==> src/rtl/core/fird_pkg.sv <==
// Shared types, constants and the rounding function of the decimating FIR filter.
package fird_pkg;

	localparam int MAX_TAPS     = 64;
	localparam int SAMPLE_WIDTH = 16;
	localparam int FRAC_BITS    = SAMPLE_WIDTH - 1;
	localparam int ADDR_W       = $clog2(MAX_TAPS);
	localparam int CNT_W        = $clog2(MAX_TAPS + 1);
	localparam int PROD_W       = 2 * SAMPLE_WIDTH;
	localparam int ACC_W        = PROD_W + $clog2(MAX_TAPS) + 1;
	localparam int MAX_DEC      = 16;

	localparam int DEC_W        = 5;
	localparam int TAPS_W       = 7;
	localparam int CFG_DATA_W   = 7;
	localparam int COEF_IDX_W   = 6;

	localparam logic CFG_DECIMATION = 1'b0;
	localparam logic CFG_TAP_COUNT  = 1'b1;

	localparam logic CMD_SAMPLE = 1'b0;
	localparam logic CMD_LOAD   = 1'b1;

	localparam logic signed [ACC_W-1:0] OUT_MAX =
		ACC_W'((64'd1 << (SAMPLE_WIDTH - 1)) - 64'd1);
	localparam logic signed [ACC_W-1:0] OUT_MIN = -OUT_MAX - 1;
	localparam logic signed [ACC_W-1:0] HALF_LSB = ACC_W'(64'd1 << (FRAC_BITS - 1));

	typedef enum logic [2:0] {
		ST_IDLE  = 3'b001,
		ST_ISSUE = 3'b010,
		ST_DRAIN = 3'b100
	} state_t;

	typedef struct packed {
		logic clear;
		logic vld;
	} mac_ctl_t;

	function automatic logic signed [SAMPLE_WIDTH-1:0] round_sat(
		input logic signed [ACC_W-1:0] a
	);
		logic signed [ACC_W-1:0] r;
		logic signed [SAMPLE_WIDTH-1:0] y;
		r = a + HALF_LSB;
		r = r >>> FRAC_BITS;
		if (r > OUT_MAX) begin
			y = OUT_MAX[SAMPLE_WIDTH-1:0];
		end else if (r < OUT_MIN) begin
			y = OUT_MIN[SAMPLE_WIDTH-1:0];
		end else begin
			y = r[SAMPLE_WIDTH-1:0];
		end
		return y;
	endfunction

endpackage

==> src/rtl/core/fird_store.sv <==
// Delay-line and coefficient memories with per-entry valid bits cleared at reset.
module fird_store (
	input  logic                                     clk,
	input  logic                                     arst_n,
	input  logic                                     x_we,
	input  logic [fird_pkg::ADDR_W-1:0]              x_waddr,
	input  logic signed [fird_pkg::SAMPLE_WIDTH-1:0] x_wdata,
	input  logic [fird_pkg::ADDR_W-1:0]              x_raddr,
	input  logic                                     c_we,
	input  logic [fird_pkg::ADDR_W-1:0]              c_waddr,
	input  logic signed [fird_pkg::SAMPLE_WIDTH-1:0] c_wdata,
	input  logic [fird_pkg::ADDR_W-1:0]              c_raddr,
	output logic signed [fird_pkg::SAMPLE_WIDTH-1:0] x_rdata,
	output logic signed [fird_pkg::SAMPLE_WIDTH-1:0] c_rdata
);

	logic signed [fird_pkg::SAMPLE_WIDTH-1:0] x_mem [fird_pkg::MAX_TAPS];
	logic signed [fird_pkg::SAMPLE_WIDTH-1:0] c_mem [fird_pkg::MAX_TAPS];
	logic [fird_pkg::MAX_TAPS-1:0]            x_vld_q;
	logic [fird_pkg::MAX_TAPS-1:0]            c_vld_q;
	logic signed [fird_pkg::SAMPLE_WIDTH-1:0] x_rd_q;
	logic signed [fird_pkg::SAMPLE_WIDTH-1:0] c_rd_q;
	logic                                     x_hit_q;
	logic                                     c_hit_q;

	always_ff @(posedge clk) begin
		if (x_we) begin
			x_mem[x_waddr] <= x_wdata;
		end
		if (c_we) begin
			c_mem[c_waddr] <= c_wdata;
		end
		x_rd_q <= x_mem[x_raddr];
		c_rd_q <= c_mem[c_raddr];
	end

	always_ff @(posedge clk or negedge arst_n) begin
		if (!arst_n) begin
			x_vld_q <= '0;
			c_vld_q <= '0;
			x_hit_q <= 1'b0;
			c_hit_q <= 1'b0;
		end else begin
			if (x_we) begin
				x_vld_q[x_waddr] <= 1'b1;
			end
			if (c_we) begin
				c_vld_q[c_waddr] <= 1'b1;
			end
			x_hit_q <= x_vld_q[x_raddr];
			c_hit_q <= c_vld_q[c_raddr];
		end
	end

	assign x_rdata = x_hit_q ? x_rd_q : '0;
	assign c_rdata = c_hit_q ? c_rd_q : '0;

endmodule

==> src/rtl/core/fird_mac.sv <==
// Shared multiply-accumulate unit with rounding and saturation of the sum.
module fird_mac (
	input  logic                                     clk,
	input  logic                                     arst_n,
	input  fird_pkg::mac_ctl_t                       ctl,
	input  logic signed [fird_pkg::SAMPLE_WIDTH-1:0] x,
	input  logic signed [fird_pkg::SAMPLE_WIDTH-1:0] h,
	output logic                                     busy,
	output logic signed [fird_pkg::SAMPLE_WIDTH-1:0] result
);

	logic signed [fird_pkg::PROD_W-1:0] prod_s2;
	logic                               prod_vld_s2;
	logic signed [fird_pkg::ACC_W-1:0]  acc_q;
	logic signed [fird_pkg::ACC_W-1:0]  prod_ext;

	assign prod_ext = {{(fird_pkg::ACC_W - fird_pkg::PROD_W){prod_s2[fird_pkg::PROD_W-1]}},
		prod_s2};

	always_ff @(posedge clk) begin
		prod_s2 <= x * h;
	end

	always_ff @(posedge clk or negedge arst_n) begin
		if (!arst_n) begin
			prod_vld_s2 <= 1'b0;
			acc_q       <= '0;
		end else begin
			prod_vld_s2 <= ctl.vld & ~ctl.clear;
			if (ctl.clear) begin
				acc_q <= '0;
			end else if (prod_vld_s2) begin
				acc_q <= acc_q + prod_ext;
			end
		end
	end

	assign busy   = prod_vld_s2;
	assign result = fird_pkg::round_sat(acc_q);

endmodule

==> src/rtl/core/fir_decimator.sv <==
// Top level of the decimating FIR filter: sequencer, configuration and output register.
//
// Input channel (in_valid/in_stall) carries one item: a coefficient load
// (command 1, coef_index, coef_value) or a sample push (command 0, sample).
// A load gives no result. A push shifts the sample into
// the delay line; on every decimation-th push (0 acts as 1, above 16 as 16)
// the block computes sum h[k]*x[newest-k] over tap_count taps (at most 64)
// with one shared multiplier and accumulator, one tap per cycle, and emits
// the rounded, saturated Q1.15 value on the output channel (out_valid/out_stall,
// field filtered). A computing push holds in_stall high through the tap reads,
// then multiply, accumulate and result load; the load waits while an earlier
// result is still held by out_stall. Other pushes and loads leave in_stall low.
// The result sits in an output register; a new item is accepted while it
// waits, but the next result is held until the receiver drops out_stall.
// Reset clears delay line, coefficients (through valid bits), phase and
// the registers (decimation 2, tap_count 64). Write configuration through
// cfg_we/cfg_index/cfg_data only while the block is idle.
module fir_decimator (
	input  logic                                       clk,
	input  logic                                       arst_n,
	input  logic                                       cfg_we,
	input  logic                                       cfg_index,
	input  logic [fird_pkg::CFG_DATA_W-1:0]            cfg_data,
	input  logic                                       in_valid,
	output logic                                       in_stall,
	input  logic                                       command,
	input  logic signed [fird_pkg::SAMPLE_WIDTH-1:0]   sample,
	input  logic [fird_pkg::COEF_IDX_W-1:0]            coef_index,
	input  logic signed [fird_pkg::SAMPLE_WIDTH-1:0]   coef_value,
	output logic                                       out_valid,
	input  logic                                       out_stall,
	output logic signed [fird_pkg::SAMPLE_WIDTH-1:0]   filtered
);

	fird_pkg::state_t                         state_q;
	logic [fird_pkg::DEC_W-1:0]               dec_q;
	logic [fird_pkg::TAPS_W-1:0]              taps_q;
	logic [3:0]                               phase_q;
	logic [fird_pkg::ADDR_W-1:0]              wp_q;
	logic [fird_pkg::ADDR_W-1:0]              rd_ptr_q;
	logic [fird_pkg::CNT_W-1:0]               k_q;
	logic [fird_pkg::CNT_W-1:0]               taps_run_q;
	logic                                     issue_s1;
	logic                                     out_valid_q;
	logic signed [fird_pkg::SAMPLE_WIDTH-1:0] filtered_q;

	logic                                     accept;
	logic                                     is_load;
	logic                                     fire;
	logic                                     issue;
	logic                                     done;
	logic [fird_pkg::DEC_W-1:0]               dec_eff;
	logic [fird_pkg::CNT_W-1:0]               taps_eff;
	logic [fird_pkg::DEC_W-1:0]               phase_inc;
	logic [fird_pkg::ADDR_W-1:0]              wp_nxt;
	logic                                     c_we;
	logic [fird_pkg::ADDR_W-1:0]              c_raddr;
	logic signed [fird_pkg::SAMPLE_WIDTH-1:0] x_rdata;
	logic signed [fird_pkg::SAMPLE_WIDTH-1:0] c_rdata;
	logic                                     mac_busy;
	logic signed [fird_pkg::SAMPLE_WIDTH-1:0] mac_result;
	fird_pkg::mac_ctl_t                       mac_ctl;

	assign in_stall = (state_q != fird_pkg::ST_IDLE);
	assign accept   = in_valid & ~in_stall;
	assign is_load  = (command == fird_pkg::CMD_LOAD);
	assign issue    = (state_q == fird_pkg::ST_ISSUE);

	always_comb begin
		if (dec_q == '0) begin
			dec_eff = fird_pkg::DEC_W'(1);
		end else if (32'(dec_q) > fird_pkg::MAX_DEC) begin
			dec_eff = fird_pkg::DEC_W'(fird_pkg::MAX_DEC);
		end else begin
			dec_eff = dec_q;
		end
		if (32'(taps_q) > fird_pkg::MAX_TAPS) begin
			taps_eff = fird_pkg::CNT_W'(fird_pkg::MAX_TAPS);
		end else begin
			taps_eff = fird_pkg::CNT_W'(taps_q);
		end
		if (32'(wp_q) == fird_pkg::MAX_TAPS - 1) begin
			wp_nxt = '0;
		end else begin
			wp_nxt = wp_q + 1'b1;
		end
	end

	assign phase_inc = {1'b0, phase_q} + 1'b1;
	assign fire      = accept & ~is_load & ~(phase_inc < dec_eff);
	assign c_we      = accept & is_load & (32'(coef_index) < fird_pkg::MAX_TAPS);
	assign c_raddr   = k_q[fird_pkg::ADDR_W-1:0];
	assign done      = (state_q == fird_pkg::ST_DRAIN) & ~issue_s1 & ~mac_busy
		& (~out_valid_q | ~out_stall);

	assign mac_ctl.clear = fire;
	assign mac_ctl.vld   = issue_s1;

	fird_store u_store (
		.clk     (clk),
		.arst_n  (arst_n),
		.x_we    (accept & ~is_load),
		.x_waddr (wp_nxt),
		.x_wdata (sample),
		.x_raddr (rd_ptr_q),
		.c_we    (c_we),
		.c_waddr (fird_pkg::ADDR_W'(coef_index)),
		.c_wdata (coef_value),
		.c_raddr (c_raddr),
		.x_rdata (x_rdata),
		.c_rdata (c_rdata)
	);

	fird_mac u_mac (
		.clk    (clk),
		.arst_n (arst_n),
		.ctl    (mac_ctl),
		.x      (x_rdata),
		.h      (c_rdata),
		.busy   (mac_busy),
		.result (mac_result)
	);

	always_ff @(posedge clk or negedge arst_n) begin
		if (!arst_n) begin
			dec_q  <= fird_pkg::DEC_W'(2);
			taps_q <= fird_pkg::TAPS_W'(64);
		end else if (cfg_we) begin
			unique case (cfg_index)
				fird_pkg::CFG_DECIMATION: dec_q  <= cfg_data[fird_pkg::DEC_W-1:0];
				fird_pkg::CFG_TAP_COUNT:  taps_q <= cfg_data[fird_pkg::TAPS_W-1:0];
				default: ;
			endcase
		end
	end

	always_ff @(posedge clk or negedge arst_n) begin
		if (!arst_n) begin
			state_q     <= fird_pkg::ST_IDLE;
			phase_q     <= '0;
			wp_q        <= '0;
			rd_ptr_q    <= '0;
			k_q         <= '0;
			taps_run_q  <= '0;
			issue_s1    <= 1'b0;
			out_valid_q <= 1'b0;
		end else begin
			issue_s1 <= issue;
			if (done) begin
				out_valid_q <= 1'b1;
			end else if (out_valid_q & ~out_stall) begin
				out_valid_q <= 1'b0;
			end
			unique case (state_q)
				fird_pkg::ST_IDLE: begin
					if (accept & ~is_load) begin
						wp_q <= wp_nxt;
						if (fire) begin
							phase_q    <= '0;
							rd_ptr_q   <= wp_nxt;
							k_q        <= '0;
							taps_run_q <= taps_eff;
							state_q    <= (taps_eff == '0) ? fird_pkg::ST_DRAIN
								: fird_pkg::ST_ISSUE;
						end else begin
							phase_q <= phase_inc[3:0];
						end
					end
				end
				fird_pkg::ST_ISSUE: begin
					k_q <= k_q + 1'b1;
					if (rd_ptr_q == '0) begin
						rd_ptr_q <= fird_pkg::ADDR_W'(fird_pkg::MAX_TAPS - 1);
					end else begin
						rd_ptr_q <= rd_ptr_q - 1'b1;
					end
					if (k_q + 1'b1 == taps_run_q) begin
						state_q <= fird_pkg::ST_DRAIN;
					end
				end
				fird_pkg::ST_DRAIN: begin
					if (done) begin
						state_q <= fird_pkg::ST_IDLE;
					end
				end
				default: state_q <= fird_pkg::ST_IDLE;
			endcase
		end
	end

	always_ff @(posedge clk) begin
		if (done) begin
			filtered_q <= mac_result;
		end
	end

	assign out_valid = out_valid_q;
	assign filtered  = filtered_q;

`ifndef SYNTHESIS
	a_out_from_drain: assert property (@(posedge clk) disable iff (!arst_n)
		$rose(out_valid) |-> $past(state_q == fird_pkg::ST_DRAIN))
		else $error("result raised outside the drain step");

	a_load_no_result: assert property (@(posedge clk) disable iff (!arst_n)
		(accept & is_load) |=> !$rose(out_valid))
		else $error("coefficient load produced a result");

	a_issue_bound: assert property (@(posedge clk) disable iff (!arst_n)
		issue |-> (k_q < taps_run_q))
		else $error("tap counter ran past the tap count");

	a_pipe_empty_idle: assert property (@(posedge clk) disable iff (!arst_n)
		(state_q == fird_pkg::ST_IDLE) |-> (!issue_s1 && !mac_busy))
		else $error("MAC pipeline busy while idle");
`endif

endmodule

==> config.mk <==
export PLATFORM = sky130hd
export DESIGN_NAME = fir_decimator
export DESIGN_NICKNAME = d
export VERILOG_FILES = /design/src/rtl/core/fird_pkg.sv /design/src/rtl/core/fird_store.sv /design/src/rtl/core/fird_mac.sv /design/src/rtl/core/fir_decimator.sv
export SDC_FILE = /design/constraint.sdc
export NUM_CORES = 2
export LEC_CHECK = 0
export BUFFER_PORTS_ARGS = -buffer_cell sky130_fd_sc_hd__buf_4
export CORE_ASPECT_RATIO = 0.7
export CORE_MARGIN = 1.5
export CORE_UTILIZATION = 55
export CTS_BUF_LIST = sky130_fd_sc_hd__clkbuf_8 sky130_fd_sc_hd__clkbuf_16
export CTS_CLUSTER_SIZE = 20
export DETAILED_ROUTE_END_ITERATION = 10
export GPL_ROUTABILITY_DRIVEN = 0
export PLACE_DENSITY = 0.71
export SYNTH_ARGS = -nofsm -noshare
export SYNTH_HDL_FRONTEND = slang
export SYNTH_SLANG_ARGS = --single-unit
export TNS_END_PERCENT = 5
==> constraint.sdc <==
create_clock -name clk -period 7.8 [get_ports clk]
set_input_delay 1.17 -clock clk [delete_from_list [all_inputs] [get_ports clk]]
set_output_delay 1.17 -clock clk [all_outputs]
set_load 0.05 [all_outputs]
==> results.tsv <==
stage	metric	value	unit
outcome	status	complete, no violations	
yosys	ys_types	91	
finish	seqCellArea	68720	µm²
worst_setup_path	critical_path_required	8.50	ns
worst_setup_path	crit_fanout	33	
clock_network	clk_pin_slew	0.07	ns
power_and_ir_drop	clockPowerShare	29.6	%
yosys	synth_mux_area_share	15.89	%
clock_network	htreeDepth	4	
sta	holdWs	0.3881	ns
yosys	async_reset_ff_share	9.254	%
clock_network	cts_buffer_depth	3	
clock_network	cts_tree	built	
place	io_buffers	69	
min_path	hp-class	input pin to asynchronous set/reset pin	
power_and_ir_drop	switchingPower	11100	µW
floorplanning	rows	131	
yosys	yosys.area_share.simple	4.441	%
grt	grt_start_max_net_pins	134	
floorplanning	initial_utilization	55.63	%
yosys	synth_nets	5937	
yosys	post-synth-top-count-cell	edfxtp_1	
clock_network	insertion_delay	0.87	ns
sta	tightest_slew	1.284	ns
sta	rsz0062_at_grt	no	
worst_setup_path	cpMaxStageDelayCell	dfrtp_2	
grt	antenna_found_initial	15	
clock_network	numCtsBuffers	206	
sta	fin_skew	0.08579	ns
worst_setup_path	reg2reg_depth	21	
worst_setup_path	critPathKind	flop to flop	
yosys	synth_fa_ha_area_share	6.772	%
run	cap_violations	0	
floorplanning	die_y	362.9	µm
yosys	seq_area_frac_synth	67.51	%
yosys	ys.warnings.count	0	
finish	nets	6113	
grt	grt_overflow	0	
yosys	synth_top_area_cell	edfxtp_1	
power_and_ir_drop	p_leak	0.03924	µW
yosys	synth_compound_area_share	2.272	%
worst_setup_path	worstPathCellList	and2_1 -> nand2_1 -> fa_1 -> inv_1 -> fa_1 -> fa_1 -> fa_1 -> fa_1 -> inv_1 -> fa_1 -> inv_1 -> ha_1 -> a21o_1 -> a21o_1 -> a21oi_1 -> o21bai_1 -> a2111oi_1 -> a211oi_1 -> a211o_1 -> a21oi_1 -> xnor2_1	
power_and_ir_drop	seqPwrFrac	41.6	%
clock_network	cts-resized-gates	0	
grt	grt_pass1_vias	52190	
yosys	synth_edf_count	2064	
yosys	synthFlopType	edfxtp_1	
yosys	ys_seq_elements	2345	
worst_setup_path	path_common_cell	fa_1	
clock_network	post-cts-setup-buffers	0	
finish	area_delta_synth_final	11.06	%
yosys	synthTopCellsByArea	edfxtp_1 (61%), mux4_2 (15%), dfrtp_1 (5.3%)	
yosys	synth_top_area_share	60.91	%
power_and_ir_drop	p_per_area	316.0	nW/µm²
power_and_ir_drop	p_sw_share	31.08	%
worst_setup_path	arrival	7.76	ns
floorplanning	num_io_pins	70	
power_and_ir_drop	pwr-share-comb	28.8	%
yosys	avgSynthCellArea	18.53	µm²
yosys	synth_cells	5492	
clock_network	clock-sinks	2345	
sta	fmaxAchievable	141.8	MHz
power_and_ir_drop	intPower	24610	µW
sta	finalHoldViolCount	0	
yosys	synth-xor-area-share	0.8853	%
routing	drcViolationCount	0	
routing	vias	52230	
sta	post-route-period-util	90.43	%
routing	post_drt_via_cell_ratio	6.278	
yosys	syn-cell-area	101800	µm²
sta	maxSlewViolCount	0	
sta	period_needed	7.054	ns
sta	slew_headroom	14.43	%
routing	drt_iter0_markers	7107	
routing	drt_pass1_iterations	6	
sta	setup_tns	0	ns
sta	setup_viol	0	
finish	layout-drive-gt1-share	26.51	%
floorplanning	dieArea	187700	µm²
yosys	synthTopCellsByCount	edfxtp_1 (2064), mux4_2 (674), nor2_1 (360)	
clock_network	cts_root_buf	clkbuf_16	
place	dpl.hpwl	144500	µm
routing	detail-route-antenna-nets	0	
grt	grt_pass1_wl	354000	µm
clock_network	cts_hold_buf	0	
finish	multi_input_area	31110	µm²
grt	track_usage	26.09	%
worst_setup_path	max_stage_delay	0.70	ns
floorplanning	die_w	517.1	µm
power_and_ir_drop	vdd_drop_max	0.3008	mV
floorplanning	core	182900	µm²
worst_setup_path	cp-end-kind	flop	
yosys	synth_top_family_by_area	multiplexers	
worst_setup_path	start_kind	flop	
routing	wl	239700	µm
routing	wl_per_cell	28.81	µm
finish	fillers	12810	
## worst max-delay path: cells and delay by family, from the launching register on
family | cells | cell delay [ns]
AOI/OAI and AO/OA | 8 | 1.76
xor gates and xnor gates | 1 | 0.16
adders and majority gates | 7 | 3.37
buffers and inverters | 3 | 0.14
DFF | 1 | 0.70
and+or+nand+nor | 2 | 0.82
## area by class of cell
class                           count  share of cell area [%]
Clock buffer                      241                   5.007
Antenna cell                       10                 0.02214
Multi-Input combinational cell   2581                   27.52
Timing Repair Buffer              215                   1.523
Inverter                          319                   1.060
Sequential cell                  2345                   60.81
Clock inverter                    149                   1.330
Tap cell                         2460                   2.723
## power groups by stage
stage          sequential, µW  clock (µW)  combinational, µW
4_1_cts                 14900       10700              10300
3_5_place_dp            15100           0              10300
3_3_place_gp            15100           0              10200
6_report                14900       10600              10300
5_1_grt                 14900       11200              11000
2_1_floorplan           14600           0               7340
## layout by cell type, fill, tap and decap left out, types with 13 or more instances in the layout
cell type,netlist,final
edfxtp_1,2064,2064
mux4_2,674,674
inv_1,319,355
fa_1,263,263
nand2_1,262,262
nor2_1,360,241
clkbuf_16,0,208
buf_4,8,206
dfrtp_1,214,204
or2_2,134,134
ha_1,130,130
nor2_2,0,119
a21oi_1,94,93
o21ai_0,87,87
mux2i_1,69,69
xnor2_1,66,66
dfxtp_1,64,64
nand3_1,52,52
clkinv_2,0,42
xor2_1,35,35
a21o_1,33,33
clkbuf_8,0,33
and2_1,32,31
mux2_2,27,27
clkinv_1,0,25
bufinv_16,0,20
nand3b_1,17,17
and3_1,14,14
nand2b_1,14,14
nand4_1,13,13
a221oi_1,13,13
## metrics by stage
stage	setup slack (ns)	utilization [%]	std cells	power [µW]	area [µm²]
after floorplan	1.428	-	5492	21960	101800
after global placement	0.6304	57.85	7920	25260	105800
after detailed placement	0.4598	57.85	7920	25380	105800
after CTS	0.4285	61.77	8310	35890	113000
after global routing	0.3883	61.77	8311	37100	113000
final	0.7465	61.78	8320	35710	113000
## cells by family after synthesis
group | count (synthesis)
muxes | 770
buffers and inverters | 566
adders and majority gates | 393
DFF | 2345
xor gates and xnor gates | 102
and+or+nand+nor | 965
AOI/OAI and AO/OA | 351
## path summary, 6_finish.rpt
check                                    start             endpoint  slack, ns
max in group asynchronous               arst_n  u_store.c_vld_q[60]       6.07
max                            u_store.c_hit_q    u_mac.prod_s2[31]       0.75
min in group clk           u_store.c_vld_q[46]  u_store.c_vld_q[46]       0.46
max reg2reg                    u_store.c_hit_q    u_mac.prod_s2[31]       0.75
min reg2reg                u_store.c_vld_q[46]  u_store.c_vld_q[46]       0.46
min                                     arst_n       u_mac.acc_q[7]       0.39
## sequential cells by signal (all words and copies together), names as in the netlist
| signal | cells |
|---|---|
| out_valid | 1 |
| u_store.c_vld_q | 64 |
| phase_q | 4 |
| u_mac.busy | 1 |
| taps_q | 7 |
| filtered | 16 |
| u_store.x_mem | 1024 |
| u_store.c_mem | 1024 |
| u_store.x_vld_q | 64 |
| issue_s1 | 1 |
| u_store.c_rd_q | 16 |
| u_store.c_hit_q | 1 |
| taps_run_q | 7 |
| k_q | 7 |
| wp_q | 6 |
| u_mac.prod_s2 | 32 |
| state_q | 3 |
| dec_q | 5 |
| u_store.x_rd_q | 16 |
| u_mac.acc_q | 39 |
| u_store.x_hit_q | 1 |
| rd_ptr_q | 6 |
## per-layer routing
metal  GRT usage (%)  vias to the layer above  part of all wire, %
li1                -                    21590                    -
met1           40.49                    27670                   42
met2           37.74                     2635                   45
met3           6.582                      322                   11
met4           5.399                        8                  1.7
met5               0                        -                0.022
(Power assumes the default switching activity.)
